### src/sepd_pkg.sv
// types, constants and helpers shared by the sensor energy peak detector
`timescale 1ns / 1ps

package sepd_pkg;

	localparam int VAL_W = 40;
	localparam int LIM_W = 16;
	localparam int CFG_IDX_W = 8;
	localparam int MODE_COUNT = 5;

	// shared multiplier operand and product widths
	localparam int MUL_A_W = 29;
	localparam int MUL_B_W = 28;
	localparam int PROD_W = MUL_A_W + MUL_B_W;

	// floor(x / 10) == (x * DIV10_RECIP) >> DIV10_SHIFT for x below 2^30
	localparam logic [MUL_B_W-1:0] DIV10_RECIP = 28'd214748365;
	localparam int DIV10_SHIFT = 31;

	localparam logic [VAL_W-1:0] VAL_MAX = {VAL_W{1'b1}};

	// register indexes on the configuration channel
	localparam logic [CFG_IDX_W-1:0] REG_LPF_ALPHA = 8'd0;
	localparam logic [CFG_IDX_W-1:0] REG_RISE_LIMIT = 8'd1;
	localparam logic [CFG_IDX_W-1:0] REG_FALL_LIMIT = 8'd2;
	localparam logic [CFG_IDX_W-1:0] REG_DEADBAND = 8'd3;

	localparam logic [15:0] ALPHA_RESET = 16'd10923;
	localparam logic [LIM_W-1:0] RISE_RESET = 16'd4;
	localparam logic [LIM_W-1:0] FALL_RESET = 16'd4;
	localparam logic [VAL_W-1:0] DEADBAND_RESET = 40'd0;

	typedef enum logic [2:0] {
		MODE_FLAT      = 3'd0,
		MODE_FLAT_UP   = 3'd1,
		MODE_FLAT_DOWN = 3'd2,
		MODE_HILL_UP   = 3'd3,
		MODE_HILL_DOWN = 3'd4
	} mode_t;

	typedef enum logic [3:0] {
		ST_IDLE,
		ST_DIV,
		ST_AVG,
		ST_SQ,
		ST_ERG,
		ST_MLO,
		ST_MHI,
		ST_FILT,
		ST_DET,
		ST_MEAN,
		ST_OUT
	} state_t;

	// increment that sticks at all ones
	function automatic logic [LIM_W-1:0] sat_inc(input logic [LIM_W-1:0] v);
		return (v == {LIM_W{1'b1}}) ? v : v + 1'b1;
	endfunction

endpackage

### src/sensor_energy_peak_detector.sv
// top level of the sensor energy peak detector
`timescale 1ns / 1ps

// sensor energy peak detector
//
// input channel: in_valid / in_ready with a signed 16 bit sample. in_ready is
// high only while the sequencer is idle; one transaction starts one item.
// output channel: out_valid / out_ready with filtered_value, window_mean,
// detector_mode and slope_up, held in an output register until taken.
// config channel: cfg_valid / cfg_ready (always ready), cfg_index selects
// lpf_alpha, rise_count_limit, fall_count_limit or slope_deadband; other
// indexes are dropped. write only while no item is in flight.
// one shared multiplier does the divide by ten of the running
// average, the square, both halves of the filter product and, when WINDOW
// is not a power of two, four partial products of a reciprocal multiply for
// the window mean. an item steps through div, avg, sq, erg, mlo, mhi, filt,
// det, then mean if WINDOW is not a power of two, and out; one at a time.
// the next sample is accepted while a result waits in the output register;
// a stalled receiver holds the sequencer at its last step once a second
// result is ready.
// reset: sequencer, config, average, window, sum, detector and out_valid are reset; datapath and output data are not.
module sensor_energy_peak_detector #(
	parameter int WINDOW = 8
) (
	input  logic                                   clk,
	input  logic                                   arst_n,
	input  logic                                   in_valid,
	output logic                                   in_ready,
	input  logic signed [15:0]                     sample,
	output logic                                   out_valid,
	input  logic                                   out_ready,
	output logic [sepd_pkg::VAL_W-1:0]             filtered_value,
	output logic [sepd_pkg::VAL_W-1:0]             window_mean,
	output logic [2:0]                             detector_mode,
	output logic                                   slope_up,
	input  logic                                   cfg_valid,
	output logic                                   cfg_ready,
	input  logic [sepd_pkg::CFG_IDX_W-1:0]         cfg_index,
	input  logic [sepd_pkg::VAL_W-1:0]             cfg_data
);
	import sepd_pkg::*;

	// window sum widths
	localparam int LOG_W = $clog2(WINDOW);
	localparam int TOTAL_W = VAL_W + LOG_W;
	localparam bit POW2 = ((WINDOW & (WINDOW - 1)) == 0);

	// floor(total / WINDOW) == (total * MEAN_RECIP) >> MEAN_SHIFT,
	// total split in two 24 bit halves, reciprocal in two 25 bit halves
	localparam int MEAN_SHIFT = VAL_W + 2 * LOG_W;
	localparam int MX_W = 48;
	localparam int MX_H = 24;
	localparam int MR_W = 50;
	localparam int MR_H = 25;
	localparam int MACC_W = MX_W + MR_W;
	localparam longint unsigned MEAN_ONE = 64'd1 << MEAN_SHIFT;
	localparam logic [MR_W-1:0] MEAN_RECIP =
		MR_W'((MEAN_ONE + 64'(WINDOW) - 64'd1) / 64'(WINDOW));
	localparam logic [2:0] MSTEP_LAST = 3'd4;

	// configuration registers
	logic [15:0]      alpha_q;
	logic [LIM_W-1:0] rise_lim_q;
	logic [LIM_W-1:0] fall_lim_q;
	logic [VAL_W-1:0] deadband_q;

	// sequencer
	state_t state_q, state_d;

	// per item datapath
	logic signed [15:0] sample_q;
	logic [MUL_A_W-1:0] div_op_q;
	logic               div_neg_q;
	logic signed [24:0] avg_q;
	logic [24:0]        mag_q;
	logic [VAL_W-1:0]   dmag_q;
	logic               dneg_q;
	logic [35:0]        acc_lo_q;
	logic [VAL_W-1:0]   filt_q;
	logic               up_q;

	// shared multiplier
	logic [MUL_A_W-1:0] mul_a;
	logic [MUL_B_W-1:0] mul_b;
	logic [PROD_W-1:0]  prod_q;

	// window shift line and running sum
	logic [VAL_W-1:0]   win_q [WINDOW];
	logic [TOTAL_W-1:0] total_q;

	// reciprocal multiply for the mean
	logic [2:0]         mstep_q;
	logic [MACC_W-1:0]  macc_q;
	logic [MX_W-1:0]    mean_x;
	logic [5:0]         mean_sh;

	// hill detector
	mode_t            mode_q;
	logic [LIM_W-1:0] cnt_q [MODE_COUNT];
	mode_t            mode_d;
	logic [LIM_W-1:0] cnt_d [MODE_COUNT];

	// output register
	logic             out_valid_q;
	logic [VAL_W-1:0] out_filt_q;
	logic [VAL_W-1:0] out_mean_q;
	mode_t            out_mode_q;
	logic             out_up_q;

	logic in_fire;
	logic out_free;

	assign in_fire = in_valid && in_ready;
	assign out_free = !out_valid_q || out_ready;
	assign cfg_ready = 1'b1;

	// ---------------------------------------------------------------
	// combinational datapath
	// ---------------------------------------------------------------

	// n = 9 * avg + 256 * sample + 5, operand for the floor divide by ten
	logic signed [29:0] avg_n;
	logic [MUL_A_W-1:0] div_op_d;
	assign avg_n = (30'(avg_q) <<< 3) + 30'(avg_q) + (30'(sample) <<< 8) + 30'sd5;
	assign div_op_d = avg_n[29] ? MUL_A_W'(30'sd9 - avg_n) : MUL_A_W'(avg_n);

	// new average and deviation magnitude
	logic [25:0]        quo10;
	logic signed [25:0] avg_new;
	logic signed [25:0] dev;
	assign quo10 = prod_q[PROD_W-1:DIV10_SHIFT];
	assign avg_new = div_neg_q ? -$signed({1'b0, quo10[24:0]}) : $signed({1'b0, quo10[24:0]});
	assign dev = (26'(sample_q) <<< 8) - avg_new;

	// energy = (dev^2 + 128) >> 8, then its signed distance from the previous value
	logic [PROD_W:0]  e_sum;
	logic [VAL_W-1:0] energy;
	logic [VAL_W:0]   ediff;
	assign e_sum = {1'b0, prod_q} + (PROD_W + 1)'(128);
	assign energy = (|e_sum[PROD_W:VAL_W+8]) ? VAL_MAX : e_sum[VAL_W+7:8];
	assign ediff = {1'b0, energy} - {1'b0, win_q[WINDOW-1]};

	// filter: 65536 * prev + alpha * (energy - prev) + 32768, then >> 16
	logic [56:0]    f_scaled;
	logic [56:0]    f_base;
	logic [57:0]    f_sum;
	logic [VAL_W-1:0] filt_d;
	assign f_scaled = 57'({prod_q[35:0], 20'd0}) + 57'(acc_lo_q);
	assign f_base = {1'b0, win_q[WINDOW-1], 16'd0} + 57'd32768;
	assign f_sum = dneg_q ? ({1'b0, f_base} - {1'b0, f_scaled})
		: ({1'b0, f_base} + {1'b0, f_scaled});
	assign filt_d = (|f_sum[57:56]) ? VAL_MAX : f_sum[55:16];

	// slope from the newest value against the one before it
	logic [VAL_W-1:0] slope_diff;
	logic             up_d;
	assign slope_diff = (filt_q >= win_q[WINDOW-1]) ? filt_q - win_q[WINDOW-1]
		: win_q[WINDOW-1] - filt_q;
	assign up_d = !((slope_diff > deadband_q) && (filt_q < win_q[WINDOW-1]));

	// window sum after the shift
	logic [TOTAL_W-1:0] total_d;
	assign total_d = total_q - TOTAL_W'(win_q[0]) + TOTAL_W'(filt_q);

	// mean operand and the weight of the partial product that lands this cycle
	assign mean_x = MX_W'(total_q);

	always_comb begin
		case (mstep_q)
			3'd2: mean_sh = 6'(MR_H);
			3'd3: mean_sh = 6'(MX_H);
			3'd4: mean_sh = 6'(MX_H + MR_H);
			default: mean_sh = '0;
		endcase
	end

	logic [VAL_W-1:0] mean_d;
	assign mean_d = POW2 ? total_q[TOTAL_W-1:LOG_W] : macc_q[MEAN_SHIFT +: VAL_W];

	// hill detector rules, applied in order, each seeing the last one's result
	always_comb begin
		mode_d = mode_q;
		for (int i = 0; i < MODE_COUNT; i++) cnt_d[i] = cnt_q[i];

		if (mode_d == MODE_FLAT && up_q) begin
			mode_d = MODE_FLAT_UP;
			cnt_d[MODE_FLAT_UP] = '0;
		end

		if (mode_d == MODE_FLAT_UP && up_q && cnt_d[MODE_FLAT_UP] < rise_lim_q)
			cnt_d[MODE_FLAT_UP] = sat_inc(cnt_d[MODE_FLAT_UP]);
		if (mode_d == MODE_FLAT_UP && !up_q) begin
			mode_d = MODE_FLAT_DOWN;
			cnt_d[MODE_FLAT_DOWN] = '0;
		end
		if (mode_d == MODE_FLAT_UP && up_q && cnt_d[MODE_FLAT_UP] >= rise_lim_q) begin
			mode_d = MODE_HILL_UP;
			cnt_d[MODE_HILL_UP] = '0;
		end

		if (mode_d == MODE_FLAT_DOWN && !up_q && cnt_d[MODE_FLAT_DOWN] < fall_lim_q)
			cnt_d[MODE_FLAT_DOWN] = sat_inc(cnt_d[MODE_FLAT_DOWN]);
		if (mode_d == MODE_FLAT_DOWN && !up_q && cnt_d[MODE_FLAT_DOWN] >= fall_lim_q) begin
			mode_d = MODE_FLAT;
			cnt_d[MODE_FLAT] = '0;
		end
		if (mode_d == MODE_FLAT_DOWN && up_q) begin
			mode_d = MODE_FLAT_UP;
			cnt_d[MODE_FLAT_UP] = '0;
		end

		if (mode_d == MODE_HILL_UP && up_q)
			cnt_d[MODE_HILL_UP] = sat_inc(cnt_d[MODE_HILL_UP]);
		if (mode_d == MODE_HILL_UP && !up_q) begin
			mode_d = MODE_HILL_DOWN;
			cnt_d[MODE_HILL_DOWN] = '0;
		end

		if (mode_d == MODE_HILL_DOWN && !up_q && cnt_d[MODE_HILL_DOWN] < fall_lim_q)
			cnt_d[MODE_HILL_DOWN] = sat_inc(cnt_d[MODE_HILL_DOWN]);
		if (mode_d == MODE_HILL_DOWN && up_q) begin
			mode_d = MODE_HILL_UP;
			cnt_d[MODE_HILL_UP] = '0;
		end
		if (mode_d == MODE_HILL_DOWN && !up_q && cnt_d[MODE_HILL_DOWN] >= fall_lim_q) begin
			mode_d = MODE_FLAT;
			cnt_d[MODE_FLAT] = '0;
		end
	end

	// ---------------------------------------------------------------
	// sequencer
	// ---------------------------------------------------------------

	always_comb begin
		state_d = state_q;
		case (state_q)
			ST_IDLE: if (in_valid) state_d = ST_DIV;
			ST_DIV:  state_d = ST_AVG;
			ST_AVG:  state_d = ST_SQ;
			ST_SQ:   state_d = ST_ERG;
			ST_ERG:  state_d = ST_MLO;
			ST_MLO:  state_d = ST_MHI;
			ST_MHI:  state_d = ST_FILT;
			ST_FILT: state_d = ST_DET;
			ST_DET:  state_d = POW2 ? ST_OUT : ST_MEAN;
			ST_MEAN: if (mstep_q == MSTEP_LAST) state_d = ST_OUT;
			ST_OUT:  if (out_free) state_d = ST_IDLE;
			default: state_d = ST_IDLE;
		endcase
	end

	// handshake and multiplier operand select
	always_comb begin
		in_ready = (state_q == ST_IDLE);
		mul_a = '0;
		mul_b = '0;
		case (state_q)
			ST_DIV: begin
				mul_a = div_op_q;
				mul_b = DIV10_RECIP;
			end
			ST_SQ: begin
				mul_a = MUL_A_W'(mag_q);
				mul_b = MUL_B_W'(mag_q);
			end
			ST_MLO: begin
				mul_a = MUL_A_W'(dmag_q[19:0]);
				mul_b = MUL_B_W'(alpha_q);
			end
			ST_MHI: begin
				mul_a = MUL_A_W'(dmag_q[39:20]);
				mul_b = MUL_B_W'(alpha_q);
			end
			// one partial product of total * reciprocal per step
			ST_MEAN: begin
				case (mstep_q)
					3'd0: begin
						mul_a = MUL_A_W'(mean_x[MX_H-1:0]);
						mul_b = MUL_B_W'(MEAN_RECIP[MR_H-1:0]);
					end
					3'd1: begin
						mul_a = MUL_A_W'(mean_x[MX_H-1:0]);
						mul_b = MUL_B_W'(MEAN_RECIP[MR_W-1:MR_H]);
					end
					3'd2: begin
						mul_a = MUL_A_W'(mean_x[MX_W-1:MX_H]);
						mul_b = MUL_B_W'(MEAN_RECIP[MR_H-1:0]);
					end
					3'd3: begin
						mul_a = MUL_A_W'(mean_x[MX_W-1:MX_H]);
						mul_b = MUL_B_W'(MEAN_RECIP[MR_W-1:MR_H]);
					end
					default: begin
						mul_a = '0;
						mul_b = '0;
					end
				endcase
			end
			default: begin
				mul_a = '0;
				mul_b = '0;
			end
		endcase
	end

	always_ff @(posedge clk or negedge arst_n) begin
		if (!arst_n) begin
			state_q <= ST_IDLE;
		end else begin
			state_q <= state_d;
		end
	end

	// the one multiplier, registered
	always_ff @(posedge clk) begin
		prod_q <= mul_a * mul_b;
	end

	// configuration writes
	always_ff @(posedge clk or negedge arst_n) begin
		if (!arst_n) begin
			alpha_q <= ALPHA_RESET;
			rise_lim_q <= RISE_RESET;
			fall_lim_q <= FALL_RESET;
			deadband_q <= DEADBAND_RESET;
		end else if (cfg_valid) begin
			case (cfg_index)
				REG_LPF_ALPHA:  alpha_q <= cfg_data[15:0];
				REG_RISE_LIMIT: rise_lim_q <= cfg_data[LIM_W-1:0];
				REG_FALL_LIMIT: fall_lim_q <= cfg_data[LIM_W-1:0];
				REG_DEADBAND:   deadband_q <= cfg_data;
				default: ;
			endcase
		end
	end

	// per item working registers
	always_ff @(posedge clk) begin
		case (state_q)
			ST_IDLE: if (in_fire) begin
				sample_q <= sample;
				div_op_q <= div_op_d;
				div_neg_q <= avg_n[29];
			end
			ST_AVG: mag_q <= dev[25] ? 25'(-dev) : 25'(dev);
			ST_ERG: begin
				dneg_q <= ediff[VAL_W];
				dmag_q <= ediff[VAL_W] ? VAL_W'(-ediff) : ediff[VAL_W-1:0];
			end
			ST_MHI: acc_lo_q <= prod_q[35:0];
			ST_FILT: filt_q <= filt_d;
			ST_DET: begin
				up_q <= up_d;
				macc_q <= '0;
				mstep_q <= '0;
			end
			// the product issued on the step before lands here
			ST_MEAN: begin
				if (mstep_q != 3'd0)
					macc_q <= macc_q + (MACC_W'(prod_q) << mean_sh);
				mstep_q <= mstep_q + 3'd1;
			end
			default: ;
		endcase
	end

	// block state: average, window, sum, detector
	always_ff @(posedge clk or negedge arst_n) begin
		if (!arst_n) begin
			avg_q <= '0;
			total_q <= '0;
			mode_q <= MODE_FLAT;
			for (int i = 0; i < WINDOW; i++) win_q[i] <= '0;
			for (int i = 0; i < MODE_COUNT; i++) cnt_q[i] <= '0;
		end else begin
			if (state_q == ST_AVG) avg_q <= avg_new[24:0];
			if (state_q == ST_DET) begin
				for (int i = 0; i < WINDOW - 1; i++) win_q[i] <= win_q[i+1];
				win_q[WINDOW-1] <= filt_q;
				total_q <= total_d;
			end
			// the detector takes the slope after it is judged: at the last mean step, else in out
			if (state_q == ST_DET && POW2) begin
				mode_q <= mode_q;
			end
			if ((state_q == ST_MEAN && mstep_q == MSTEP_LAST) || (state_q == ST_OUT
				&& POW2 && out_free)) begin
				mode_q <= mode_d;
				for (int i = 0; i < MODE_COUNT; i++) cnt_q[i] <= cnt_d[i];
			end
		end
	end

	// output register
	always_ff @(posedge clk or negedge arst_n) begin
		if (!arst_n) begin
			out_valid_q <= 1'b0;
		end else if (state_q == ST_OUT && out_free) begin
			out_valid_q <= 1'b1;
		end else if (out_ready) begin
			out_valid_q <= 1'b0;
		end
	end

	always_ff @(posedge clk) begin
		if (state_q == ST_OUT && out_free) begin
			out_filt_q <= win_q[WINDOW-1];
			out_mean_q <= mean_d;
			out_mode_q <= POW2 ? mode_d : mode_q;
			out_up_q <= up_q;
		end
	end

	assign out_valid = out_valid_q;
	assign filtered_value = out_filt_q;
	assign window_mean = out_mean_q;
	assign detector_mode = out_mode_q;
	assign slope_up = out_up_q;

`ifndef NO_ASSERTIONS
	// an accepted sample keeps the block busy on the next cycle
	a_busy_after_accept: assert property (@(posedge clk) disable iff (!arst_n)
		in_fire |=> !in_ready)
		else $error("input accepted while an item is in flight");

	// the filter sum never goes below zero
	a_filter_no_underflow: assert property (@(posedge clk) disable iff (!arst_n)
		(state_q == ST_FILT && dneg_q) |-> (f_base >= f_scaled))
		else $error("filter accumulator underflow");

	// a saturated hill-up counter either stays or is cleared
	a_counter_saturates: assert property (@(posedge clk) disable iff (!arst_n)
		(cnt_q[MODE_HILL_UP] == {LIM_W{1'b1}}) |=>
		(cnt_q[MODE_HILL_UP] == {LIM_W{1'b1}} || cnt_q[MODE_HILL_UP] == '0))
		else $error("hill-up counter wrapped");
`endif

endmodule
### config.mk
export PLATFORM = sky130hd
export DESIGN_NAME = sensor_energy_peak_detector
export DESIGN_NICKNAME = d
export VERILOG_FILES = /design/src/sepd_pkg.sv /design/src/sensor_energy_peak_detector.sv
export SDC_FILE = /design/constraint.sdc
export NUM_CORES = 2
export LEC_CHECK = 0
export BUFFER_PORTS_ARGS = -buffer_cell sky130_fd_sc_hd__buf_2
export CORE_ASPECT_RATIO = 1.75
export CORE_UTILIZATION = 30
export DETAILED_ROUTE_END_ITERATION = 12
export GPL_TIMING_DRIVEN = 0
export PLACE_DENSITY = 0.46
export SETUP_SLACK_MARGIN = 0.02
export SYNTH_ARGS = -nofsm -noshare
export SYNTH_HDL_FRONTEND = slang
export SYNTH_SLANG_ARGS = --single-unit
### constraint.sdc
create_clock -name clk -period 11.1 [get_ports clk]
set_clock_uncertainty 0.1 [all_clocks]
set_input_delay 2.22 -clock clk [delete_from_list [all_inputs] [get_ports clk]]
set_output_delay 2.22 -clock clk [all_outputs]
set_load 0.005 [all_outputs]
==> impl_results.md <==
* Post-route antenna net violation count at 0
* Setup_tns at 0 ns
* CORE AREA at 271000 sq um
* Clk slew on worst S/H paths at 0.07 ns
* CTS Buffer Depth at 3
* I/O Pins at 156
* Slew Limit Fails at 0
* Initial antenna violation count at 32
* Crit Path Max Fanout at 10
* Final Setup Violations at 0
* Slew @ Worst Pin at 1.47 ns
* Max-cap violations at 0
* Fin nets at 11.0k
* Most used cell, CP: fa_1
* 1st-iter DRT viols at 4379
* Die height at 693 microns
* Family with the most delay on the worst path: adder cells
* CTS tree: built
* Num rows at 253
* Clk_lat worst skew at 0.77 ns
* Area grow syn2layout at 12.1%
* Final Hold Viols at 0
* Fill count at 28.3k
* Inserted Clock Buffers at 95
* Port Buf Inserts at 154
* Total Wirelength at 350000 microns
* Max Clk Rate at 0.0927 GHz
* Register bit total from synthesis at 865
* Die area at 275000 sq um
* DRC at 38
* Min Tclk post-route at 10.79 ns
* Mapped Area at 81900 sq um
* Register area at 22800 sq um
* Vias per Instance at 5.07
* Largest net degree at the start of global routing at 115
* Critical path arrival at 11.26 ns
* Mapped Cells at 9225
* HPWL after DPL at 295000 microns
* Vias in the first global route at 71.0k
* Seq/Total Area, Yosys at 27.8%
* Worst min path class: flip-flop to flip-flop
* Drt wl/cell at 26.5 microns
* Fin crit share at 97.2%
* CP Launch Type: flip-flop
* Placed cell areas at 87800 sq um
* Post-layout instance area at 91800 sq um
* Area occupied by multi-input gates at 53400 sq um
* First-pass GRT wire length at 500000 microns
* Critical setup path kind: flip-flop to flip-flop
* Post-synth cell types at 112
* Via count at 67.0k
* Fraction of layout cells with a size suffix above 1 at 7.46%
* Post-synthesis async set-or-reset flop share at 61.5%
* Total grt overflow at 0
* Slowest CP cell: fa_1
* Max_slew headroom at 1.79%
* Failing checks: DRC
* Total GRT Usage at 25.3%
* WP buf/inv at 6
* Die Wd at 397 microns
* RSZ-0062 raised after global routing: no
* Post-synthesis area per instance at 8.88 sq um
* GP Congestion at 0.990
* CTS sink cnt at 865
* Fin Hold WS at 0.343 ns
* First-pass DRT Iterations at 9
* Clock root buffer: clkbuf_16
* Crit path capture type: flip-flop
* Yosys warnings at 0
* Post-synth EDFFs at 276
* H-tree levels at 3
* Most common flop cell mapped by yosys: dfrtp_1
* Slowest stage delay, CP at 0.58 ns
* Status: finished with violations
* Worst Path Required at 11.57 ns
* Initial Utilization at 30.2%
[Yosys cell counts, types with 38 or more instances]
master    number  area share (%)
nand2_1     1741             8.0
inv_1       1253             5.7
fa_1         735              18
ha_1         694              11
dfrtp_1      522              16
nor2_1       470             2.2
o21ai_0      446             2.7
a21oi_1      441             2.7
clkbuf_1     347             1.6
xnor2_1      301             3.2
edfxtp_1     276              10
a21o_1       199             1.8
xor2_1       169             1.8
nor3_1       120            0.73
nand3_1      114            0.70
mux2_2       107             1.5
and2_1        89            0.68
o21bai_1      77            0.71
a31oi_1       70            0.53
nand2b_1      69            0.53
nor2b_1       68            0.52
nand4_1       67            0.51
o31ai_1       64            0.59
o21a_1        59            0.54
dfxtp_1       57             1.4
a211oi_1      39            0.36
and3_1        39            0.30
or3_1         38            0.29
[final timing paths]
| kind | startpoint | endpoint | slack, ns | cells after the start |
|---|---|---|---|---|
| max | state_q[0] | prod_q[56] | 0.31 | 33 |
| min | win_q[42] | win_q[82] | 0.34 | 2 |
| max reg2reg | state_q[0] | prod_q[56] | 0.31 | 33 |
| min reg2reg | win_q[42] | win_q[82] | 0.34 | 2 |
| max in group asynchronous | arst_n | avg_q[7] | 7.92 | 3 |
| min in group asynchronous | arst_n | win_q[199] | 1.29 | 1 |
[worst register-to-register path: cells and delay by family, from the launching register on]
kind / cells / cell delay (ns)
flops: 1 / 0.51
xor+xnor: 1 / 0.08
compound gates: 12 / 3.52
fa+ha+maj: 8 / 4.04
buf+inv: 6 / 0.94
simple gates: 6 / 1.44
[metrics by stage]
stage / setup slack (ns) / cells / util (%)
after global routing: 0.0219 / 13200 / 33.8
after CTS: 0.00749 / 13200 / 33.8
after floorplan: 0.879 / 9272 / -
final: 0.314 / 13200 / 33.8
after global placement: -7.54 / 13000 / 32.2
after detailed placement: -1.93 / 13000 / 32.4
[cell usage in the layout (no fill, tap or decap), types with 68 or more instances in the layout]
master / instances
a21o_1: 198
a21oi_1: 437
a31oi_1: 70
and2_1: 87
buf_2: 177
clkbuf_1: 265
clkbuf_16: 101
dfrtp_1: 521
edfxtp_1: 276
fa_1: 735
ha_1: 694
inv_1: 1253
mux2_2: 107
nand2_1: 1737
nand3_1: 114
nor2_1: 467
nor2b_1: 68
nor3_1: 115
o21ai_0: 446
o21bai_1: 77
xnor2_1: 301
xor2_1: 168
[sequential cells by signal, summed over array words and instances, names as in the netlist, 25 cells and up]
signal,flops
acc_lo_q,36
avg_q,25
cnt_q,48
deadband_q,40
div_op_q,29
dmag_q,40
filt_q,40
filtered_value,40
mag_q,25
prod_q,57
total_q,43
win_q,320
window_mean,40
[area by class of cell]
class	instances	share of cell area, %
Multi-Input combinational cell	6758	58.1
Sequential cell	865	24.8
Inverter	1257	5.14
Tap cell	3570	4.87
Clock buffer	123	2.98
Buffer	380	1.78
Timing Repair Buffer	194	1.42
Clock inverter	55	0.864
Antenna cell	13	0.0354
[per-layer routing]
| metal | GRT usage, % | wire length, microns | share of wire, % | vias up |
|---|---|---|---|---|
| met5 | 0 | 57 | 0.016 | - |
| met4 | 18.0 | 29700 | 8.5 | 8 |
| met3 | 2.80 | 15200 | 4.3 | 667 |
| met2 | 45.9 | 178000 | 51 | 1890 |
| met1 | 27.2 | 127000 | 36 | 33400 |
| li1 | - | - | - | 31000 |
[kinds of logic after synthesis]
| logic type | count (synthesis) | share of synthesized area, % |
|---|---|---|
| compound gates | 1718 | 13.5 |
| xor+xnor | 473 | 5.09 |
| fa+ha+maj | 1429 | 28.6 |
| buf+inv | 1649 | 7.59 |
| flops | 865 | 27.8 |
| mux | 136 | 1.83 |
| other cells | 2 | 0.00917 |
| simple gates | 2953 | 15.7 |
[timing repair]
| action | in CTS | in global routing |
|---|---|---|
| pin swaps | 3 | 2 |
| setup buffers | 4 | 1 |
| gates resized for setup | 115 | 96 |
| setup endpoints to repair | 36 | 10 |
| gates cloned | 0 | 0 |
| hold buffers | 0 | 0 |
Power is not shown: default switching activity piles up to over one toggle a cycle in this logic, so the estimate is an artifact.
